--- config.mk ---
export PLATFORM = sky130hd
export DESIGN_NAME = mme_ram
export DESIGN_NICKNAME = d
export VERILOG_FILES = /design/src/mme_ram.sv
export SDC_FILE = /design/constraint.sdc
export NUM_CORES = 2
export LEC_CHECK = 0
export BUFFER_PORTS_ARGS = -buffer_cell sky130_fd_sc_hd__buf_2
export CELL_PAD_IN_SITES_DETAIL_PLACEMENT = 0
export CELL_PAD_IN_SITES_GLOBAL_PLACEMENT = 2
export CORE_MARGIN = 1.5
export CORE_UTILIZATION = 57
export CTS_BUF_LIST = sky130_fd_sc_hd__clkbuf_8
export DETAILED_ROUTE_END_ITERATION = 8
export PLACE_DENSITY_LB_ADDON = 0.1
export RECOVER_POWER = 100
export SLEW_MARGIN = 10
export SYNTH_ARGS = -nofsm -noshare
export SYNTH_HDL_FRONTEND = slang
export SYNTH_SLANG_ARGS = --single-unit
export TNS_END_PERCENT = 1
--- constraint.sdc ---
create_clock -name clk_i -period 4.7 [get_ports clk_i]
set_input_delay 0.235 -clock clk_i [delete_from_list [all_inputs] [get_ports clk_i]]
set_output_delay 0.235 -clock clk_i [all_outputs]
set_load 0.02 [all_outputs]
--- src/mme_ram.sv ---
`default_nettype none

module mme_ram #(
  parameter int Width = 16,
  parameter int Depth = 256
) (
  input  wire                      clk_i,
  input  wire                      we_i,
  input  wire  [$clog2(Depth)-1:0] waddr_i,
  input  wire  [Width-1:0]         wdata_i,
  input  wire                      re_i,
  input  wire  [$clog2(Depth)-1:0] raddr_i,
  output logic [Width-1:0]         rdata_o
);

  logic [Width-1:0] mem_q [Depth];

  always_ff @(posedge clk_i) begin
    if (we_i) begin
      mem_q[waddr_i] <= wdata_i;
    end
    if (re_i) begin
      rdata_o <= mem_q[raddr_i];
    end
  end

endmodule

`default_nettype wire

* Word level (Yosys, flattened, before mapping)
Memories as Yosys holds them, arrays and structs flattened. A register that Yosys moved wholly into a read port is not among the register bits.
Cells that the tools add are included.
** Storage, ports and cells
- RAM bits :: 4096
- Bits in latches :: 0
- Bits in read-only memories :: 0
- Flip-flop bits (word level) :: 0
- Memories kept :: 1
- Output and inout bits :: 16
- Logic and storage cells :: 3
** Memory list
- mem_q :: depth 256, width 16, read ports 1, clocked after memory_dff 1, wr ports 1, line 16 : logic [Width-1:0] mem_q [Depth];
** Cells by class
- Multiply operators :: 0
- Equality and inequality tests :: 0
- $add $sub $neg :: 0
- Bitwise operators :: 0
- Reductions and logical operators :: 0
- Div/mod/pow operators :: 0
- Muxes and demuxes :: 2
- Shift-type cells :: 0
- Order comparisons :: 0
** Operators with widths (count)
- $mux W1 :: 2

* Longest topological paths before layout
- Depth after elaboration :: 2
- Depth in mapped cells :: 12
- Depth with buffers taken out :: 6

* Least setup slack after synthesis
OpenSTA, ideal clock, no wires.
- Kind :: input to register
- From :: input raddr_i[0]
- To :: register rdata_o[4] (read register of mem_q), data pin
- Library setup time :: 265 ps
- Required time :: 4435 ps
- Stages :: 8
- Path slack :: 2216 ps
- Path buffers :: 3
- Arrival :: 2219 ps
- Cell sequence :: buf_6 > buf_6 > buf_2 > mux4_2 > mux4_2 > a22o_1 > o32ai_2 > nor4_2
** RTL lines
- start: declaration :: line 12 : input wire [$clog2(Depth)-1:0] raddr_i,
- end: declaration :: line 13 : output logic [Width-1:0] rdata_o

* Worst setup path after layout
- From :: input waddr_i[1]
- To :: memory mem_q[90][10], enable pin
** RTL lines
- start: declaration :: line 9 : input wire [$clog2(Depth)-1:0] waddr_i,
- end: declaration :: line 16
Straight into the memory's write port.

==> results.yml <==
synth:
  syn_area_per_cell_um2: 21.6
  synth.yosys.warnings: 0
  ys_types: 51
  synth_seq_area_share_pct: 77.7
  synth.net_count: 7395
  postSynthRegisterBits: 4112
  postSynthCellCount: 7360
  netlist_area_pre_place_mm2: 0.159
global_routing:
  globalRoute.totalOverflow: 0
  first_global_vias: 80498
  antenna_violations_before_repair: 33
  grt_max_degree: 149
  grt_pass1_wl_um: 607000
  grt_usage_pct: 30.9
finish:
  multi_input_area_mm2: 0.0329
  top_library_cells_by_usage_in_the_layout_fill_and_taps_aside: "sky130_fd_sc_hd__edfxtp_1, sky130_fd_sc_hd__mux4_2, sky130_fd_sc_hd__clkbuf_8, sky130_fd_sc_hd__mux2i_1, sky130_fd_sc_hd__clkbuf_1"
  area.sequential_mm2: 0.123
  most_common_library_cell_in_the_layout_ignoring_fill_and_taps: "sky130_fd_sc_hd__edfxtp_1"
  fin_nets: 8205
  layout_stage_area_growth_over_the_synthesis_result_pct: 11.2
  post_layout_nonfiller_instances: 12397
  drive_gt1_share_pct: 22.5
  layout.filler_cells: 19327
job:
  max_cap_viol_count: 69
clock_tree:
  clock_tree.htree_level_count: 6
  post-cts-setup-buffer-count: 0
  worst_setup_hold_path_clk_slew_ps: 50
  clock_tree.root_cell: "sky130_fd_sc_hd__clkbuf_8"
  max-clock-path-buffers: 4
  tritoncts_clock_tree: "built"
  worstSkewPairLatency_ps: 1200
  cts_made_buffers: 655
  cts.sink_count: 4112
critical_path:
  critical-path-top-cell-by-count: "sky130_fd_sc_hd__clkbuf_1"
  critical_path_peak_fanout: 16
  setup.worst_path.end_class: "register"
  timing.critical_path.arrival_ps: 4890
  setup.worst_path.class: "in -> reg"
  worst-r2r-setup-slack_ps: 1140
  crit_buf_inv: 5
  slowest_stage_delay_on_critical_path_ps: 1290
  critPathSlowestCell: "sky130_fd_sc_hd__nand3_1"
  required_ps: 5460
  critical_path.top_delay_family: "buffers and inverters"
  timing.critical_path.depth: 8
  timing.reg2reg.worst_path_depth: 6
  cp-start-kind: "input port"
  crit_path_cell_trace: "dlygate4sd3_1 > clkbuf_1 > nor2b_1 > clkbuf_1 > nand3_1 > clkbuf_1 > nor2_2 > clkbuf_1"
floorplanning:
  ioPinCount: 51
  fp-row-count: 193
  core_area_mm2: 0.277
  die_area_mm2: 0.282
  floorplan.die.width_um: 531
  dieHeight_um: 531
  initial_utilization_pct: 57.4
worst_hold_path:
  timing.hold.worst_path_depth: 2
  worstHoldPathType: "in -> reg"
timing:
  fmaxAchievable_mhz: 242
  finalCriticalPeriod_ps: 4130
  rsz0062_at_grt: "false"
  postLayoutSetupSlackWorst_ps: 565
  max-slew-margin-rel_pct: -166
  fin_setup_tns_ps: 0
  finalCritPeriodShare_pct: 88.0
  timing_hold_violations_final: 0
  finalSetupViolations: 0
  tightest_slew_ps: 4000
  finClkSkew_ps: 49.4
  final_max_slew_viol_count: 3023
outcome:
  violated_checks: "max-capacitance violations, max-slew violations"
  run_status: "finished, violations left"
drt:
  totalWireLength_um: 433000
  post_drt_wl_per_cell_um: 35.0
  dr_total_vias: 81044
  drtPass1Iterations: 5
  drc_errors: 0
  route.detailed.vias_per_inst: 6.54
  initialDrtViolationCount: 9737
  ant_nets: 0
power_and_ir_drop:
  power.density_mw_per_mm2: 407
  post-layout-total-power_w: 0.0718
  worst_ir_drop_vdd_mv: 0.279
  cellLeakagePower_nw: 56.3
placement:
  post-place-cells: 11179
  post-dp-hpwl_um: 257000
  finalWeightedCongestion: 0.882
  port_buffers: 50
  preCtsSetupSlack_ps: 139
==> area by class of cell <==
cell class | instances | area share [%]
Sequential cell | 4112 | 69.9
Multi-Input combinational cell | 2792 | 18.6
Clock buffer | 666 | 5.19
Tap cell | 3705 | 2.62
Timing Repair Buffer | 605 | 2.25
Clock inverter | 493 | 1.35
Antenna cell | 20 | 0.0283
Inverter | 4 | 0.0156
==> power by group <==
group	internal [W]	leakage (nW)	switching [W]
Combinational	0.00126	12.5	0.00255
Clock	0.0136	6.78	0.0139
Sequential	0.0405	37.0	0.0000538
==> cell usage after synthesis (all sizes together) <==
cell	number	share of area, %
edfxtp	4112	78
mux4	797	11
mux2i	565	3.6
nor2	304	0.72
o221ai	253	1.4
clkbuf	230	0.54
buf	222	1.1
a21oi	175	0.55
o22ai	148	0.58
nor3	92	0.29
mux2	88	0.62
a22oi	43	0.20
nand2	38	0.090
o21ai	38	0.12
nand3	35	0.11
a22o	32	0.18
a221oi	28	0.15
nand4	26	0.10
o32ai	21	0.12
a211oi	18	0.085
nor4	18	0.075
o31ai	16	0.076
and3	11	0.043
nor2b	9	0.035
a2111oi	6	0.033
a31oi	6	0.024
or2	5	0.020
inv	4	0.0094
nand2b	3	0.012
nand4b	3	0.017
a21o	2	0.0094
and2	2	0.0079
and4	2	0.011
nor4bb	2	0.013
or3	2	0.0079
nand3b	1	0.0047
nor3b	1	0.0047
or3b	1	0.0055
or4b	1	0.0063
==> registers in the layout, indices dropped and copies added (netlist names) <==
| signal | flops |
|---|---|
| mem_q | 4096 |
| rdata_o | 16 |
==> per-layer routing <==
metal / wire (um) / vias to the layer above / track usage, %
met2: 207000 / 4024 / 48.3
met1: 172000 / 43236 / 44.1
li1: - / 33058 / -
met4: 15100 / 18 / 10.0
met5: 130 / - / 0
met3: 39800 / 708 / 6.46
==> kinds of logic after synthesis <==
| kind of cell | Yosys count | synth area share, % |
|---|---|---|
| multiplexers | 1450 | 15.5 |
| AND/OR/NAND/NOR | 556 | 1.57 |
| AO/OA/AOI/OAI | 786 | 3.53 |
| buffers and inverters | 456 | 1.69 |
| flip-flops | 4112 | 77.7 |
==> through the flow <==
stage               cell area, um2  hold WS, ps  utilization, %
floorplan                   159000          334               -
global placement            166000          647            60.0
detailed placement          166000          653            60.0
CTS                         178000         1.28            64.4
global route                177000         92.2            63.8
finish                      177000         89.5            63.8
==> final timing paths <==
check | to | start
worst max-delay path | mem_q[90][10] | waddr_i[1]
worst max register to register | rdata_o[8] | mem_q[58][8]
worst min register to register | rdata_o[8] | mem_q[96][8]
worst min-delay path | mem_q[226][0] | wdata_i[0]
==> repair_timing <==
item                                    CTS  global route
hold buffers                             39             0
gates resized for setup                   0             0
setup endpoints to repair                 0             0
endpoints found under the hold margin  3699             0
Note: power is estimated with default switching activity, not from simulation.
