File: config.mk
export PLATFORM = sky130hd
export DESIGN_NAME = mme_mac
export DESIGN_NICKNAME = d
export VERILOG_FILES = /design/src/mme_pkg.sv /design/src/mme_mac.sv
export SDC_FILE = /design/constraint.sdc
export NUM_CORES = 1
export LEC_CHECK = 0
export ABC_AREA = 0
export BUFFER_PORTS_ARGS = -buffer_cell sky130_fd_sc_hd__buf_2
export CORE_MARGIN = 5
export CORE_UTILIZATION = 65
export CTS_BUF_LIST = sky130_fd_sc_hd__clkbuf_8
export DETAILED_ROUTE_END_ITERATION = 8
export PLACE_DENSITY = 0.91
export SLEW_MARGIN = 20
export SYNTH_ARGS = -nofsm -noshare
export SYNTH_HDL_FRONTEND = slang
export SYNTH_SLANG_ARGS = --single-unit
File: constraint.sdc
create_clock -name clk_i -period 3.6 [get_ports clk_i]
set_input_delay 0.18 -clock clk_i [delete_from_list [all_inputs] [get_ports clk_i]]
set_output_delay 0.18 -clock clk_i [all_outputs]
set_load 0.005 [all_outputs]
File: src/mme_pkg.sv
`default_nettype none

package mme_pkg;

  // Default sizes of the engine.
  localparam int MaxDimDefault   = 16;
  localparam int ElemBitsDefault = 16;

  // Fixed field widths.
  localparam int SumBits      = 48;
  localparam int IdxBits      = 4;
  localparam int ValueBits    = 16;
  localparam int ActionBits   = 2;
  localparam int CfgDataBits  = 5;
  localparam int CfgIndexBits = 2;

  // Request action codes.
  localparam logic [ActionBits-1:0] ACT_LOAD_A  = 2'd0;
  localparam logic [ActionBits-1:0] ACT_LOAD_B  = 2'd1;
  localparam logic [ActionBits-1:0] ACT_COMPUTE = 2'd2;

  // Configuration register indexes.
  localparam logic [CfgIndexBits-1:0] REG_ROWS_OF_A    = 2'd0;
  localparam logic [CfgIndexBits-1:0] REG_INNER_LENGTH = 2'd1;
  localparam logic [CfgIndexBits-1:0] REG_COLS_OF_B    = 2'd2;

  typedef struct packed {
    logic [ActionBits-1:0]       action;
    logic [IdxBits-1:0]          row_index;
    logic [IdxBits-1:0]          col_index;
    logic signed [ValueBits-1:0] element_value;
  } cmd_t;

  typedef struct packed {
    logic signed [SumBits-1:0] product_sum;
    logic [IdxBits-1:0]        out_row;
    logic [IdxBits-1:0]        out_col;
    logic                      last;
  } result_t;

  // Tags travelling alongside each operand pair through the MAC pipeline.
  typedef struct packed {
    logic valid;
    logic first;
    logic last;
  } mac_ctrl_t;

  typedef enum logic [1:0] {
    S_IDLE,
    S_ISSUE,
    S_WAIT
  } state_e;

endpackage

`default_nettype wire

File: src/mme_mac.sv
`default_nettype none

module mme_mac #(
  parameter int ElemBits = mme_pkg::ElemBitsDefault
) (
  input  wire                               clk_i,
  input  wire                               rst_ni,
  input  mme_pkg::mac_ctrl_t                ctrl_i,
  input  wire  signed [ElemBits-1:0]        a_i,
  input  wire  signed [ElemBits-1:0]        b_i,
  output logic                              done_o,
  output logic signed [mme_pkg::SumBits-1:0] sum_o
);

  import mme_pkg::*;

  localparam int ProdBits = 2 * ElemBits;
  localparam int ExtBits  = (ProdBits > SumBits) ? ProdBits : SumBits;

  mac_ctrl_t                  ctrl1_q, ctrl2_q;
  logic signed [ProdBits-1:0] prod_q;
  logic signed [ExtBits-1:0]  prod_ext;
  logic signed [SumBits-1:0]  acc_q, acc_d;

  always_ff @(posedge clk_i or negedge rst_ni) begin
    if (!rst_ni) begin
      ctrl1_q <= '0;
      ctrl2_q <= '0;
    end else begin
      ctrl1_q <= ctrl_i;
      ctrl2_q <= ctrl1_q;
    end
  end

  always_ff @(posedge clk_i) begin
    prod_q <= a_i * b_i;
    if (ctrl1_q.valid) begin
      acc_q <= acc_d;
    end
  end

  // The sum wraps modulo 2^48; a product wider than the accumulator is cut to its width.
  assign prod_ext = ExtBits'(prod_q);
  assign acc_d    = ctrl1_q.first ? prod_ext[SumBits-1:0] : acc_q + prod_ext[SumBits-1:0];

  assign done_o = ctrl2_q.valid & ctrl2_q.last;
  assign sum_o  = acc_q;

endmodule

`default_nettype wire

* Word level (Yosys, flattened, before mapping)
Cells that the tools add are included.
** Cells by class
- $add $sub $neg :: 1
- Multiply operators :: 1
- Div/mod/pow operators :: 0
- Magnitude comparators :: 0
- Equality and inequality tests :: 0
- Shifts and indexed selects :: 0
- Multiplexer cells :: 1
- Bitwise operators :: 1
- Reductions and logical operators :: 0
** Operators with widths (count)
- 48-bit adder :: 1
- 48-bit 2-to-1 mux :: 1
- 16-bit by 16-bit multiplier with 32-bit output :: 1
- 1-bit AND :: 1
** Word-level totals
- Register bits after elaboration :: 85
- Bits in latches :: 0
- RAM bits :: 0
- ROM bits :: 0
- Input port bits :: 37
- Output and inout bits :: 49
- Logic and storage cells :: 11
- Memories :: 0

* Logic depth before layout (Yosys ltp)
- Depth in word-level cells :: 2
- Mapped depth :: 24
- Depth with buffers taken out :: 23

* Worst setup path before layout
OpenSTA, ideal clock, no wires.
- Path type :: input -> register
- Start point :: in a_i[10]
- End point :: reg prod_q[30]
- Library setup time :: 0.122 ns
- Arrival time :: 5.762 ns
- Required time :: 3.478 ns
- Setup slack :: -2.284 ns
- Cell stages on the path :: 19
- Path buffers :: 1
- Path through :: clkbuf_1 -> nand2_1 -> fa_1 -> fa_1 -> fa_1 -> fa_1 -> inv_1 -> fa_1 -> inv_1 -> fa_1 -> inv_1 -> ha_1 -> a2111oi_0 -> a21oi_1 -> a21o_1 -> a221oi_2 -> nor3_1 -> o311a_1 -> a311o_1
** On the way
- Longest elaborated chain between the ends :: 1
** RTL lines
- start: declaration :: RTL line mme_mac.sv:9 : input wire signed [ElemBits-1:0] a_i,
- 16-bit by 16-bit multiplier with 32-bit output :: RTL line mme_mac.sv:36 : prod_q <= a_i * b_i;
- end signal: assignment :: RTL line mme_mac.sv:36
- end: declaration :: RTL line mme_mac.sv:21 : logic signed [ProdBits-1:0] prod_q;
No other way between the ends.
A chain may end at the register's enable or synchronous reset.

* Worst setup path in the final report
- Start point :: in a_i[7]
- End point :: reg prod_q[31]
Same word-level chain as after synthesis.

==> flow_metrics.py <==
metrics = {
    "clock_network": {
        "h-tree-depth": 3,
        "clkSinkCount": 85,
        "path_clk_slew_ns": 0.09,
        "clockBufferDepth": 2,
        "cts-root-buf": "clkbuf_8",
        "clk_latency_ns": 0.39,
        "cts_tree": "done",
        "cts_buffers": 9,
    },
    "global_routing": {
        "track_usage_pct": 36.3,
        "grt_antenna_before_repair": 1,
        "grt_overflow": 0,
        "grt_start_max_net_pins": 50,
        "grt_pass1_vias": 15200,
        "grt_pass1_wl_um": 76800,
    },
    "floorplanning": {
        "start_util_pct": 65.9,
        "die_height_um": 164,
        "dieWidth_um": 164,
        "die_area_um2": 27000,
        "num_io_pins": 86,
        "rows": 56,
        "core_um2": 23500,
    },
    "cells_and_area": {
        "final_nets": 2368,
        "num-fill-cells": 1206,
        "multi_input_area_um2": 12500,
        "stdcell_area_um2": 19000,
        "ff_latch_area_um2": 2210,
        "diodes": 0,
        "drive_gt1_share_pct": 25.4,
        "area_growth_pct": 22.7,
    },
    "sta": {
        "fin_crit_ns": 6.50,
        "rsz0062_at_grt": "yes",
        "worstMarginPinSlew_ns": 0.721,
        "tns_ns": -46.25,
        "fmax_ghz": 0.154,
        "slew_violations": 0,
        "fin_crit_sh_pct": 181,
        "hold_viol_final": 0,
        "slew_headroom_pct": 51.7,
        "whs_ns": 0.143,
        "clock_skew_ns": 0.0160,
        "finalSetupViolations": 25,
        "worst_slack_ns": -2.90,
    },
    "synth": {
        "yosysSeqAreaShare_pct": 14.3,
        "syn_inst": 1702,
        "synth_common_cells": "inv_1 (340), fa_1 (263), nand2_1 (182), ha_1 (129), and2_1 (127)",
        "synth.yosys.warnings": 0,
        "syn_area_per_cell_um2": 9.08,
        "synth_fa_ha_area_share_pct": 44.5,
        "synth_area_leaders": "fa_1 (34%), ha_1 (10%), edfxtp_1 (9.3%)",
        "synth_simple_gate_area_share_pct": 16.3,
        "synth-xor-area-share_pct": 3.46,
        "yosysTopAreaCell": "fa_1",
        "synth-main-ff-cell": "edfxtp_1",
        "synth_mux_area_share_pct": 0.421,
        "synth_cell_types": 72,
        "synth_nets": 2131,
        "synth.top_cell.area_share_pct": 34.1,
        "yosys_register_bits": 85,
        "synth-edff-count": 48,
        "synth_compound_area_share_pct": 11.4,
        "yosysMostFrequentCell": "inv_1",
        "ys_async_sr_fraction_pct": 5.88,
        "synth.cell_area_um2": 15500,
        "synth_top_family_by_area": "adder cells",
    },
    "critical_path": {
        "cp_cell_sequence": "bufbuf_16 -> nand2_1 -> fa_1 -> inv_1 -> fa_1 -> inv_1 -> fa_1 -> inv_1 -> fa_2 -> fa_1 -> inv_1 -> fa_1 -> inv_1 -> ha_4 -> a21o_1 -> a221oi_4 -> buf_4 -> a21boi_4 -> o211ai_1 -> a21oi_2 -> or4_1 -> nand3_1",
        "crit_fanout": 4,
        "crit_path_start_kind": "primary input",
        "critPathTopFamily": "adder cells",
        "slowest_delay_ns": 0.61,
        "cpMaxStageDelayCell": "o211ai_1",
        "reg2reg_to": "sum_o[39]$_DFFE_PP_",
        "reg2reg_from": "sum_o[16]$_DFFE_PP_",
        "required_ns": 3.93,
        "critPathCaptureType": "flip-flop",
        "crit_buf_inv": 7,
        "reg2reg_slack_ns": 0.07,
        "crit_arrival_ns": 6.84,
        "r2r_cells": 10,
        "crit_type": "primary input to flip-flop",
    },
    "job": {
        "maxCapViolCount": 0,
    },
    "status": {
        "violations": "negative setup slack",
        "status": "finished with violations",
    },
    "route": {
        "wire_per_inst_um": 25.0,
        "via_per_inst": 6.48,
        "vias": 14700,
        "drt_pass1_iterations": 7,
        "drc": 0,
        "ant_nets": 0,
        "wl_um": 56500,
        "first_iter_violations": 1576,
    },
    "placed_design": {
        "globalplace.congestion": 0.940,
        "preCtsSetupSlack_ns": -2.30,
        "hpwl_um": 33600,
        "io_buffers": 85,
        "place_area_um2": 17500,
    },
    "hold_path": {
        "hold_path.class": "primary input to async pin",
    },
}
placed cells by master, fill, tap and decap left out, types with 10 or more instances in the layout:
cell / n
o21ai_1: 11
o31ai_1: 11
inv_2: 33
xnor2_1: 35
o21bai_1: 11
nor2b_1: 10
nor3b_1: 10
nand4_1: 16
fa_2: 23
a21oi_2: 16
and3_1: 14
ha_4: 13
dfxtp_1: 32
nand3_1: 16
nand2b_1: 14
ha_1: 112
o21ai_0: 42
xor2_1: 20
fa_1: 240
inv_1: 309
nand2_1: 173
edfxtp_1: 48
and2_1: 98
buf_6: 52
a21o_1: 35
and2_4: 29
buf_4: 153
buf_2: 59
a21oi_1: 52
nor2_1: 49
nor3_1: 10
worst reg2reg max path, stage by stage, from the launching register on:
cell,delay [ns]
edfxtp_1,0.47
ha_1,0.46
a21oi_1,0.25
o21ai_1,0.17
a221oi_1,0.40
nand3b_1,0.20
a211oi_2,0.37
nor4_1,0.15
o31ai_2,0.46
xnor2_1,0.10
mux2_2,0.26
how the worst max path moves through the flow:
| stage | cells past startpoint | end | from |
|---|---|---|---|
| 2_1_floorplan | 21 | prod_q[30]$_DFF_P_ | a_i[3] |
| 3_3_place_gp | 21 | prod_q[30]$_DFF_P_ | b_i[4] |
| 3_5_place_dp | 21 | prod_q[30]$_DFF_P_ | b_i[4] |
| 4_1_cts | 21 | prod_q[30]$_DFF_P_ | a_i[14] |
| 5_1_grt | 23 | prod_q[30]$_DFF_P_ | b_i[7] |
| 6_report | 22 | prod_q[31]$_DFF_P_ | a_i[7] |
per-layer routing:
layer,track usage [%],up-vias,part of all wire (%)
met5,0,-,0
met4,24.4,0,11
met3,7.50,547,13
met2,62.0,1279,45
met1,40.8,6919,31
li1,-,5913,-
metrics by stage:
stage	std cells	util, %
detailed placement	2207	74.7
finish	2263	80.8
CTS	2247	78.6
global placement	2207	74.7
floorplan	1702	-
global route	2263	80.8
cell families after synthesis:
family,after synthesis
buffers and inverters,397
adders and majority gates,392
DFF,85
AOI/OAI and AO/OA,264
muxes,6
xor gates and xnor gates,61
and+or+nand+nor,497
sequential cells by signal (all words and copies together) (netlist names):
name	cells
ctrl1_q	3
ctrl2_q	2
prod_q	32
sum_o	48
layout make-up:
type	instances	share of cell area, %
multi-input combinational	1220	66.1
timing repair buffer	283	12.3
sequential	85	11.7
inverter	340	6.73
tap	319	2.10
clock buffer	9	0.653
clock inverter	7	0.442
repair_timing:
action / in CTS / in global routing
hold buffers: 4 / 0
endpoints found under the setup margin: 25 / 25
hold endpoints to repair: 8 / 0
resized for setup: 146 / 116
setup buffers: 24 / 29
pin swaps: 68 / 85
cloned: 1 / 0
Power is left out: the tool's default activity adds up to more than one toggle a clock period on the data nets, which glitch-free logic cannot reach.
